File: src/hw/rtl/dtsf_pkg.sv
// Package for the dual threshold sequence filter.
// Holds fixed widths, register indexes, the configuration struct and a saturating increment helper.
// No dependencies.
`timescale 1ns / 1ps
`default_nettype none

package dtsf_pkg;

   localparam int CNT_W      = 10;
   localparam int GAIN_W     = 13;
   localparam int THR_W      = 16;
   localparam int CSR_IDX_W  = 3;
   localparam int CSR_DATA_W = 16;

   localparam logic [CNT_W-1:0] CNT_MAX = {CNT_W{1'b1}};

   localparam logic [CSR_IDX_W-1:0] REG_LOW_THRESHOLD  = 3'd0;
   localparam logic [CSR_IDX_W-1:0] REG_HIGH_THRESHOLD = 3'd1;
   localparam logic [CSR_IDX_W-1:0] REG_MIN_LENGTH     = 3'd2;
   localparam logic [CSR_IDX_W-1:0] REG_MIN_HIGH       = 3'd3;
   localparam logic [CSR_IDX_W-1:0] REG_BYPASS         = 3'd4;

   typedef struct packed {
      logic [THR_W-1:0] low_threshold;
      logic [THR_W-1:0] high_threshold;
      logic [CNT_W-1:0] min_length;
      logic [CNT_W-1:0] min_high;
      logic             bypass;
   } cfg_type;

   function automatic logic [CNT_W-1:0] sat_inc(input logic [CNT_W-1:0] v);
      return (v == CNT_MAX) ? CNT_MAX : v + 1'b1;
   endfunction

endpackage

`default_nettype wire

File: src/hw/rtl/dtsf_req_if.sv
// Request channel of the dual threshold sequence filter: valid, ready, sample payload.
// Depends on dtsf_pkg.
`timescale 1ns / 1ps
`default_nettype none

interface dtsf_req_if #(
   parameter int ADC_W = 8,
   parameter int TB_W  = 9
);
   import dtsf_pkg::*;

   logic              valid;
   logic              ready;
   logic [ADC_W-1:0]  adc;
   logic [TB_W-1:0]   time_bin;
   logic [GAIN_W-1:0] gain_q;
   logic              seq_last;

   modport source (output valid, adc, time_bin, gain_q, seq_last, input ready);
   modport sink   (input valid, adc, time_bin, gain_q, seq_last, output ready);
endinterface

`default_nettype wire

File: src/hw/rtl/dtsf_rsp_if.sv
// Response channel of the dual threshold sequence filter: valid, ready, run payload.
// Depends on dtsf_pkg.
`timescale 1ns / 1ps
`default_nettype none

interface dtsf_rsp_if #(
   parameter int TB_W = 9
);
   import dtsf_pkg::*;

   logic             valid;
   logic             ready;
   logic [TB_W-1:0]  start_bin;
   logic [CNT_W-1:0] run_length;

   modport source (output valid, start_bin, run_length, input ready);
   modport sink   (input valid, start_bin, run_length, output ready);
endinterface

`default_nettype wire

File: src/hw/rtl/dtsf_csr_if.sv
// Configuration write channel of the dual threshold sequence filter.
// Depends on dtsf_pkg.
`timescale 1ns / 1ps
`default_nettype none

interface dtsf_csr_if;
   import dtsf_pkg::*;

   logic                  valid;
   logic                  ready;
   logic [CSR_IDX_W-1:0]  index;
   logic [CSR_DATA_W-1:0] data;

   modport source (output valid, index, data, input ready);
   modport sink   (input valid, index, data, output ready);
endinterface

`default_nettype wire

File: src/hw/rtl/dual_threshold_sequence_filter.sv
// Dual threshold sequence filter: zero suppression of gain-scaled ADC samples.
// Channels: req_chan takes one sample per request (adc, time_bin, gain_q,
// seq_last); rsp_chan returns kept runs as start_bin and run_length;
// csr_chan writes the five configuration registers, always ready.
// An accepted request is written into the queue and classified in the back
// end when popped; a response it causes is registered in the response register.
// Throughput is one request per cycle unless a held response stalls the back
// end, set by the single gain multiplier in front and the back-end run update.
// A two-entry queue decouples the two; when rsp_chan stalls, requests that
// yield no response still drain, and req_chan.ready drops once the queue
// fills behind a held response.
// Reset clears the registers, run and sequence state, the queue and the
// response valid flag. Write configuration only while the block is idle.
// Depends on dtsf_pkg, the three channel interfaces, dtsf_csr, dtsf_front,
// dtsf_queue and dtsf_back.
`timescale 1ns / 1ps
`default_nettype none

module dual_threshold_sequence_filter #(
   parameter int ADC_BITS       = 8,
   parameter int TIME_BINS      = 512,
   parameter int GAIN_FRAC_BITS = 8
) (
   input  wire        clock,
   input  wire        reset,
   dtsf_req_if.sink   req_chan,
   dtsf_rsp_if.source rsp_chan,
   dtsf_csr_if.sink   csr_chan
);
   import dtsf_pkg::*;

   localparam int TB_W   = $clog2(TIME_BINS);
   localparam int PROD_W = ADC_BITS + GAIN_W;
   localparam int ENT_W  = PROD_W + TB_W + 1;

   cfg_type           cfg;
   logic              queue_full, push, pop, head_valid, push_last;
   logic [PROD_W-1:0] push_prod;
   logic [TB_W-1:0]   push_tb;
   logic [ENT_W-1:0]  head_data;

   dtsf_csr u_csr (
      .clock    (clock),
      .reset    (reset),
      .csr_chan (csr_chan),
      .cfg      (cfg)
   );

   dtsf_front #(
      .ADC_BITS  (ADC_BITS),
      .TIME_BINS (TIME_BINS),
      .TB_W      (TB_W),
      .PROD_W    (PROD_W)
   ) u_front (
      .req_chan   (req_chan),
      .queue_full (queue_full),
      .push       (push),
      .push_prod  (push_prod),
      .push_tb    (push_tb),
      .push_last  (push_last)
   );

   dtsf_queue #(
      .WIDTH (ENT_W),
      .DEPTH (2)
   ) u_queue (
      .clock      (clock),
      .reset      (reset),
      .push       (push),
      .push_data  ({push_prod, push_tb, push_last}),
      .full       (queue_full),
      .pop        (pop),
      .head_valid (head_valid),
      .head_data  (head_data)
   );

   dtsf_back #(
      .GAIN_FRAC_BITS (GAIN_FRAC_BITS),
      .TB_W           (TB_W),
      .PROD_W         (PROD_W)
   ) u_back (
      .clock      (clock),
      .reset      (reset),
      .cfg        (cfg),
      .head_valid (head_valid),
      .head_prod  (head_data[ENT_W-1 -: PROD_W]),
      .head_tb    (head_data[TB_W:1]),
      .head_last  (head_data[0]),
      .pop        (pop),
      .rsp_chan   (rsp_chan)
   );

endmodule

`default_nettype wire

File: src/hw/rtl/dtsf_csr.sv
// Configuration registers of the dual threshold sequence filter.
// Depends on dtsf_pkg and dtsf_csr_if.
`timescale 1ns / 1ps
`default_nettype none

module dtsf_csr (
   input  wire              clock,
   input  wire              reset,
   dtsf_csr_if.sink         csr_chan,
   output dtsf_pkg::cfg_type cfg
);
   import dtsf_pkg::*;

   cfg_type cfg_ff;
   cfg_type cfg_in;

   assign csr_chan.ready = 1'b1;
   assign cfg            = cfg_ff;

   always_comb begin
      cfg_in = cfg_ff;
      if (csr_chan.valid) begin
         unique case (csr_chan.index)
            REG_LOW_THRESHOLD:  cfg_in.low_threshold  = csr_chan.data[THR_W-1:0];
            REG_HIGH_THRESHOLD: cfg_in.high_threshold = csr_chan.data[THR_W-1:0];
            REG_MIN_LENGTH:     cfg_in.min_length     = csr_chan.data[CNT_W-1:0];
            REG_MIN_HIGH:       cfg_in.min_high       = csr_chan.data[CNT_W-1:0];
            REG_BYPASS:         cfg_in.bypass         = csr_chan.data[0];
            default:            cfg_in = cfg_ff;
         endcase
      end
   end

   always_ff @(posedge clock) begin
      if (reset) begin
         cfg_ff <= '0;
      end else begin
         cfg_ff <= cfg_in;
      end
   end

endmodule

`default_nettype wire

File: src/hw/rtl/dtsf_front.sv
// Front end: accepts requests, reduces the time bin and forms the gain product.
// Depends on dtsf_pkg and dtsf_req_if; feeds dtsf_queue.
`timescale 1ns / 1ps
`default_nettype none

module dtsf_front #(
   parameter int ADC_BITS  = 8,
   parameter int TIME_BINS = 512,
   parameter int TB_W      = 9,
   parameter int PROD_W    = 21
) (
   dtsf_req_if.sink               req_chan,
   input  wire                    queue_full,
   output logic                   push,
   output logic [PROD_W-1:0]      push_prod,
   output logic [TB_W-1:0]        push_tb,
   output logic                   push_last
);
   import dtsf_pkg::*;

   localparam logic [TB_W:0] BINS = (TB_W + 1)'(TIME_BINS);

   logic [TB_W:0] tb_ext;

   assign req_chan.ready = !queue_full;
   assign push           = req_chan.valid && !queue_full;

   assign tb_ext    = {1'b0, req_chan.time_bin};
   assign push_tb   = (tb_ext >= BINS) ? TB_W'(tb_ext - BINS) : req_chan.time_bin;
   assign push_prod = PROD_W'(req_chan.adc[ADC_BITS-1:0]) * PROD_W'(req_chan.gain_q);
   assign push_last = req_chan.seq_last;

endmodule

`default_nettype wire

File: src/hw/rtl/dtsf_queue.sv
// Two-entry request queue between front end and back end.
// No dependencies.
`timescale 1ns / 1ps
`default_nettype none

module dtsf_queue #(
   parameter int WIDTH = 31,
   parameter int DEPTH = 2
) (
   input  wire               clock,
   input  wire               reset,
   input  wire               push,
   input  wire  [WIDTH-1:0]  push_data,
   output logic              full,
   input  wire               pop,
   output logic              head_valid,
   output logic [WIDTH-1:0]  head_data
);
   localparam int PTR_W = (DEPTH > 1) ? $clog2(DEPTH) : 1;
   localparam int CNT_W = $clog2(DEPTH + 1);

   logic [WIDTH-1:0] mem_ff [DEPTH];
   logic [PTR_W-1:0] wr_ptr_ff, rd_ptr_ff;
   logic [CNT_W-1:0] count_ff;

   assign full       = (count_ff == CNT_W'(DEPTH));
   assign head_valid = (count_ff != '0);
   assign head_data  = mem_ff[rd_ptr_ff];

   function automatic logic [PTR_W-1:0] next_ptr(input logic [PTR_W-1:0] p);
      return (p == PTR_W'(DEPTH - 1)) ? '0 : p + 1'b1;
   endfunction

   always_ff @(posedge clock) begin
      if (push) begin
         mem_ff[wr_ptr_ff] <= push_data;
      end
   end

   always_ff @(posedge clock) begin
      if (reset) begin
         wr_ptr_ff <= '0;
         rd_ptr_ff <= '0;
         count_ff  <= '0;
      end else begin
         if (push) begin
            wr_ptr_ff <= next_ptr(wr_ptr_ff);
         end
         if (pop) begin
            rd_ptr_ff <= next_ptr(rd_ptr_ff);
         end
         if (push && !pop) begin
            count_ff <= count_ff + 1'b1;
         end else if (pop && !push) begin
            count_ff <= count_ff - 1'b1;
         end
      end
   end

endmodule

`default_nettype wire

File: src/hw/rtl/dtsf_back.sv
// Back end: threshold tests, run and sequence tracking, response register.
// Depends on dtsf_pkg and dtsf_rsp_if; fed by dtsf_queue.
`timescale 1ns / 1ps
`default_nettype none

module dtsf_back #(
   parameter int GAIN_FRAC_BITS = 8,
   parameter int TB_W           = 9,
   parameter int PROD_W         = 21
) (
   input  wire                    clock,
   input  wire                    reset,
   input  dtsf_pkg::cfg_type      cfg,
   input  wire                    head_valid,
   input  wire  [PROD_W-1:0]      head_prod,
   input  wire  [TB_W-1:0]        head_tb,
   input  wire                    head_last,
   output logic                   pop,
   dtsf_rsp_if.source             rsp_chan
);
   import dtsf_pkg::*;

   localparam int CMP_W = (PROD_W > THR_W + GAIN_FRAC_BITS) ? PROD_W
                                                            : THR_W + GAIN_FRAC_BITS;

   logic             in_run_ff, in_run_in;
   logic [TB_W-1:0]  run_start_ff, run_start_in;
   logic [CNT_W-1:0] run_count_ff, run_count_in;
   logic [CNT_W-1:0] high_count_ff, high_count_in;
   logic [TB_W-1:0]  seq_start_ff, seq_start_in;
   logic [CNT_W-1:0] seq_count_ff, seq_count_in;

   logic             rsp_valid_ff;
   logic [TB_W-1:0]  rsp_start_ff, rsp_start_in;
   logic [CNT_W-1:0] rsp_len_ff, rsp_len_in;

   logic [CMP_W-1:0] prod_ext;
   logic             above, high, closed, emit;
   logic [CNT_W-1:0] seq_len;

   assign prod_ext = CMP_W'(head_prod);
   // scaled value saturates at the threshold maximum
   assign above    = (cfg.low_threshold != '1)
                     && ((prod_ext >> GAIN_FRAC_BITS) > CMP_W'(cfg.low_threshold));
   assign high     = prod_ext > (CMP_W'(cfg.high_threshold) << GAIN_FRAC_BITS);

   always_comb begin
      in_run_in     = in_run_ff;
      run_start_in  = run_start_ff;
      run_count_in  = run_count_ff;
      high_count_in = high_count_ff;
      closed        = 1'b0;

      seq_start_in = (seq_count_ff == '0) ? head_tb : seq_start_ff;
      seq_len      = sat_inc(seq_count_ff);
      seq_count_in = head_last ? '0 : seq_len;

      if (above) begin
         if (!in_run_ff) begin
            run_start_in  = head_tb;
            run_count_in  = '0;
            high_count_in = '0;
         end
         run_count_in = sat_inc(run_count_in);
         if (high) begin
            high_count_in = sat_inc(high_count_in);
         end
         in_run_in = !head_last;
         closed    = head_last;
      end else if (in_run_ff) begin
         in_run_in = 1'b0;
         closed    = 1'b1;
      end

      if (cfg.bypass) begin
         emit         = head_last;
         rsp_start_in = seq_start_in;
         rsp_len_in   = seq_len;
      end else begin
         emit         = closed && (run_count_in > cfg.min_length)
                               && (high_count_in > cfg.min_high);
         rsp_start_in = run_start_in;
         rsp_len_in   = run_count_in;
      end
   end

   assign pop = head_valid && (!emit || !rsp_valid_ff || rsp_chan.ready);

   assign rsp_chan.valid      = rsp_valid_ff;
   assign rsp_chan.start_bin  = rsp_start_ff;
   assign rsp_chan.run_length = rsp_len_ff;

   always_ff @(posedge clock) begin
      if (reset) begin
         in_run_ff     <= 1'b0;
         run_start_ff  <= '0;
         run_count_ff  <= '0;
         high_count_ff <= '0;
         seq_start_ff  <= '0;
         seq_count_ff  <= '0;
         rsp_valid_ff  <= 1'b0;
      end else begin
         if (pop) begin
            in_run_ff     <= in_run_in;
            run_start_ff  <= run_start_in;
            run_count_ff  <= run_count_in;
            high_count_ff <= high_count_in;
            seq_start_ff  <= seq_start_in;
            seq_count_ff  <= seq_count_in;
         end
         if (pop && emit) begin
            rsp_valid_ff <= 1'b1;
         end else if (rsp_chan.ready) begin
            rsp_valid_ff <= 1'b0;
         end
      end
   end

   always_ff @(posedge clock) begin
      if (pop && emit) begin
         rsp_start_ff <= rsp_start_in;
         rsp_len_ff   <= rsp_len_in;
      end
   end

endmodule

`default_nettype wire

File: src/flat_wrapper.sv
// flat-port wrapper written by rule: the top's interface ports become plain ports
module dual_threshold_sequence_filter_flat import dtsf_pkg::*;
#(
   parameter int ADC_BITS       = 8,
   parameter int TIME_BINS      = 512,
   parameter int GAIN_FRAC_BITS = 8
)
  (clock, reset, req_chan_valid, req_chan_adc, req_chan_time_bin, req_chan_gain_q, req_chan_seq_last, req_chan_ready, rsp_chan_valid, rsp_chan_start_bin, rsp_chan_run_length, rsp_chan_ready, csr_chan_valid, csr_chan_index, csr_chan_data, csr_chan_ready);
  dtsf_req_if #(.ADC_W(ADC_BITS), .TB_W((9))) req_chan_i ();
  dtsf_rsp_if #(.TB_W((9))) rsp_chan_i ();
  dtsf_csr_if csr_chan_i ();
  input  wire clock;
  input  wire reset;
  input wire logic [$bits(req_chan_i.valid)-1:0] req_chan_valid;
  input wire logic [$bits(req_chan_i.adc)-1:0] req_chan_adc;
  input wire logic [$bits(req_chan_i.time_bin)-1:0] req_chan_time_bin;
  input wire logic [$bits(req_chan_i.gain_q)-1:0] req_chan_gain_q;
  input wire logic [$bits(req_chan_i.seq_last)-1:0] req_chan_seq_last;
  output wire logic [$bits(req_chan_i.ready)-1:0] req_chan_ready;
  output wire logic [$bits(rsp_chan_i.valid)-1:0] rsp_chan_valid;
  output wire logic [$bits(rsp_chan_i.start_bin)-1:0] rsp_chan_start_bin;
  output wire logic [$bits(rsp_chan_i.run_length)-1:0] rsp_chan_run_length;
  input wire logic [$bits(rsp_chan_i.ready)-1:0] rsp_chan_ready;
  input wire logic [$bits(csr_chan_i.valid)-1:0] csr_chan_valid;
  input wire logic [$bits(csr_chan_i.index)-1:0] csr_chan_index;
  input wire logic [$bits(csr_chan_i.data)-1:0] csr_chan_data;
  output wire logic [$bits(csr_chan_i.ready)-1:0] csr_chan_ready;
  assign req_chan_i.valid = req_chan_valid;
  assign req_chan_i.adc = req_chan_adc;
  assign req_chan_i.time_bin = req_chan_time_bin;
  assign req_chan_i.gain_q = req_chan_gain_q;
  assign req_chan_i.seq_last = req_chan_seq_last;
  assign req_chan_ready = req_chan_i.ready;
  assign rsp_chan_valid = rsp_chan_i.valid;
  assign rsp_chan_start_bin = rsp_chan_i.start_bin;
  assign rsp_chan_run_length = rsp_chan_i.run_length;
  assign rsp_chan_i.ready = rsp_chan_ready;
  assign csr_chan_i.valid = csr_chan_valid;
  assign csr_chan_i.index = csr_chan_index;
  assign csr_chan_i.data = csr_chan_data;
  assign csr_chan_ready = csr_chan_i.ready;
  dual_threshold_sequence_filter #(.ADC_BITS(ADC_BITS), .TIME_BINS(TIME_BINS), .GAIN_FRAC_BITS(GAIN_FRAC_BITS)) u_core (.clock(clock), .reset(reset), .req_chan(req_chan_i), .rsp_chan(rsp_chan_i), .csr_chan(csr_chan_i));
endmodule
File: config.mk
export PLATFORM = sky130hd
export DESIGN_NAME = dual_threshold_sequence_filter_flat
export DESIGN_NICKNAME = d
export VERILOG_FILES = /design/src/hw/rtl/dtsf_pkg.sv /design/src/hw/rtl/dtsf_req_if.sv /design/src/hw/rtl/dtsf_rsp_if.sv /design/src/hw/rtl/dtsf_csr_if.sv /design/src/hw/rtl/dual_threshold_sequence_filter.sv /design/src/hw/rtl/dtsf_csr.sv /design/src/hw/rtl/dtsf_front.sv /design/src/hw/rtl/dtsf_queue.sv /design/src/hw/rtl/dtsf_back.sv /design/src/flat_wrapper.sv
export SDC_FILE = /design/constraint.sdc
export NUM_CORES = 1
export LEC_CHECK = 0
export BUFFER_PORTS_ARGS = -buffer_cell sky130_fd_sc_hd__buf_4
export CAP_MARGIN = 20
export CORE_ASPECT_RATIO = 0.5
export CORE_UTILIZATION = 40
export DETAILED_ROUTE_END_ITERATION = 6
export PLACE_DENSITY = 0.65
export SLEW_MARGIN = 20
export SYNTH_ARGS = -nofsm -noshare
export SYNTH_HDL_FRONTEND = slang
export SYNTH_SLANG_ARGS = --single-unit
File: constraint.sdc
create_clock -name clock -period 7.4 [get_ports clock]
set_input_delay 0 -clock clock [delete_from_list [all_inputs] [get_ports clock]]
set_output_delay 0 -clock clock [all_outputs]
set_load 0.05 [all_outputs]
==> impl_metrics.json <==
{
  "power.leakage_uw": 0.00580,
  "postSynthCellCount": 1368,
  "fmax_ghz": 0.154,
  "die_x_um": 253,
  "cts_resized": 0,
  "final.min_clock_period_ps": 6510,
  "die_h_um": 127,
  "clock_sinks": 189,
  "worst_hold_path_type": "in2reg",
  "final_max_slew_viol_count": 0,
  "placement_rows": 45,
  "clock_latency_ps": 430,
  "ys_types": 66,
  "cts_root_buffer": "clkbuf_16",
  "cts_setup_buffers": 0,
  "synth_ff_type": "dfxtp_1",
  "yosysTopAreaCellShare_pct": 19.3,
  "cts.clk_slew.worst_paths_ps": 80,
  "wire_per_inst_um": 15.1,
  "avgSynthCellArea_um2": 9.19,
  "cp-end-kind": "flop",
  "areaGrowthSynthToFinish_pct": 14.3,
  "cp.arrival_ps": 6860,
  "place_congestion": 0.861,
  "worst_pin_slew_ps": 1010,
  "wl_mm": 28.3,
  "synthTopCellsByArea": "edfxtp_1, dfxtp_1, fa_1",
  "n_antenna_cell": 0,
  "nets": 1653,
  "final_layout_size_suffix_gt1_share_pct": 10.9,
  "io_pins": 77,
  "fill_cells": 2897,
  "drt_iter0_markers": 723,
  "synthTopCellsByCount": "nand2_1, inv_1, a21oi_1",
  "vias": 9798,
  "synthArstFlopShare_pct": 0,
  "placed_cells": 1813,
  "die_area_um2": 32200,
  "grt_antenna_before_repair": 0,
  "cts_tree": "yes",
  "hold_violations": 0,
  "clockBufferDepth": 2,
  "drcViolationCount": 0,
  "grt_pass1_vias": 9536,
  "cp_data_required_time_ps": 7750,
  "dp_hpwl_mm": 20.8,
  "yosysTopAreaCell": "edfxtp_1",
  "period_share_pct": 88.0,
  "synth_edf_count": 81,
  "core_area_um2": 30600,
  "via_per_inst": 5.22,
  "synth.most_common_cell": "nand2_1",
  "startpoint_type": "flop",
  "seq_area_frac_synth_pct": 36.5,
  "finClkSkew_ps": 8.77,
  "overflow": 0,
  "start_util_pct": 41.0,
  "yosys_register_bits": 189,
  "grt_max_degree": 109,
  "syn_area_um2": 12600,
  "p_per_area_nw_per_um2": 321,
  "setup_viol": 0,
  "cp_max_fo": 24,
  "yosysWarnings": 0,
  "port_buffers": 75,
  "critPathKind": "reg2reg",
  "synth_nets": 1581,
  "max-cap-violations": 0,
  "finalSetupTns_ps": 0,
  "grt_usage_pct": 17.9,
  "first_pass_iters": 5,
  "rsz0062_at_grt": "false",
  "instances_no_fill": 1876,
  "ant_nets": 0,
  "cts_htree_levels": 4,
  "relSlewSlack_pct": 32.9,
  "cts_buffers": 17,
  "grt_pass1_wl_mm": 46.9,
  "ctsHoldBuffers": 31,
  "status": "completed",
  "vdd_drop_max_mv": 0.217
}
-- worst max-delay path: stages, from the launching register on --
cell and delay [ps]:
dfxtp_1 700, buf_4 340, mux2_2 390, ha_1 300, and4_1 220, and4_1 220
a21boi_2 180, o31ai_4 840, o21ai_0 260, a221o_1 390, ha_1 330, a21oi_1 70
o21ai_1 160, a41oi_1 60, nor4_1 610, a41oi_1 250, a21o_2 250, inv_2 90
ha_1 260, or3_1 370, a21oi_1 130
-- area by class of cell --
| cell class | count | area [um2] | area share [%] |
|---|---|---|---|
| clock inverter | 15 | 164 | 1.14 |
| timing repair buffer | 115 | 945 | 6.57 |
| tap | 423 | 529 | 3.68 |
| sequential | 189 | 4590 | 32.0 |
| clock buffer | 17 | 425 | 2.96 |
| multi-input combinational | 975 | 7180 | 50.0 |
| inverter | 142 | 533 | 3.71 |
-- metal layers --
layer | part of all wire, % | GRT usage, % | up-vias
met5 | 0 | 0 | -
met4 | 1.8 | 4.96 | 0
met3 | 3.0 | 2.59 | 37
met2 | 48 | 30.2 | 197
met1 | 47 | 24.1 | 4760
li1 | - | - | 4804
-- kinds of logic after synthesis --
| group | share of synthesized area [%] |
|---|---|
| adders and majority gates | 19.7 |
| xor gates and xnor gates | 1.74 |
| other | 0.0298 |
| buffers and inverters | 6.40 |
| muxes | 4.37 |
| AOI/OAI and AO/OA | 13.0 |
| and+or+nand+nor | 18.3 |
| DFF | 36.5 |
-- stage by stage --
stage | util (%) | area [um2] | hold slack (ps) | power (uW) | setup WS, ps
after floorplan | - | 12600 | 98.9 | 3220 | 1260
after global placement | 44.0 | 13500 | 186 | 3610 | 1100
after detailed placement | 44.0 | 13500 | 189 | 3700 | 942
after CTS | 46.9 | 14400 | 18.2 | 4630 | 877
after global routing | 46.9 | 14400 | 26.0 | 4960 | 422
final | 46.9 | 14400 | 18.1 | 4610 | 890
-- report_power, final --
part	total [uW]	switching (uW)	internal [uW]
registers	1510	107	1400
clock network	901	447	455
logic	2210	1330	878
-- placed cells by master (no fill, tap or decap), types with 6 or more instances in the layout --
cell type	count
nand3_1	25
a31oi_1	10
a311oi_1	9
clkbuf_16	17
a41oi_1	7
edfxtp_1	81
o211ai_1	12
a21o_1	9
and3_1	12
inv_1	141
o21ai_0	37
xnor2_1	20
and2_1	83
a21oi_1	115
dlygate4sd3_1	31
and4_1	9
a211oi_1	8
nand4_1	14
buf_4	83
ha_1	92
fa_1	66
mux2i_1	38
nand2_1	205
nor2b_1	7
mux2_2	14
a31o_2	6
nor3_1	12
nor4_1	11
or2_2	12
dfxtp_1	108
nor2_1	76
-- flip-flops by register name, indices dropped and copies added (netlist names), named ones only --
| register | flops |
|---|---|
| u_core.u_csr.cfg | 53 |
| u_core.u_back.in_run_ff | 1 |
| u_core.u_back.rsp_chan.valid | 1 |
| u_core.u_queue.wr_ptr_ff | 1 |
| u_core.u_queue.count_ff | 2 |
| u_core.u_back.rsp_chan.run_length | 10 |
| u_core.u_back.seq_count_ff | 10 |
| u_core.u_back.rsp_chan.start_bin | 9 |
| u_core.u_back.high_count_ff | 10 |
| u_core.u_queue.rd_ptr_ff | 1 |
| u_core.u_back.run_start_ff | 9 |
| u_core.u_back.run_count_ff | 10 |
| u_core.u_queue.mem_ff | 62 |
| u_core.u_back.seq_start_ff | 9 |
-- path summary, 6_finish.rpt --
path                                                     from                             to  slack [ps]  cells past startpoint
worst min-delay path                        csr_chan_index[1]           u_core.u_csr.cfg[33]          20                      4
worst min register to register  u_core.u_back.run_start_ff[2]  u_core.u_back.run_start_ff[2]         450                      2
worst max register to register                           flop     u_core.u_queue.count_ff[1]         890                     20
worst max-delay path                                     flop     u_core.u_queue.count_ff[1]         890                     20
No activity file was read; power rests on OpenSTA's default activity.
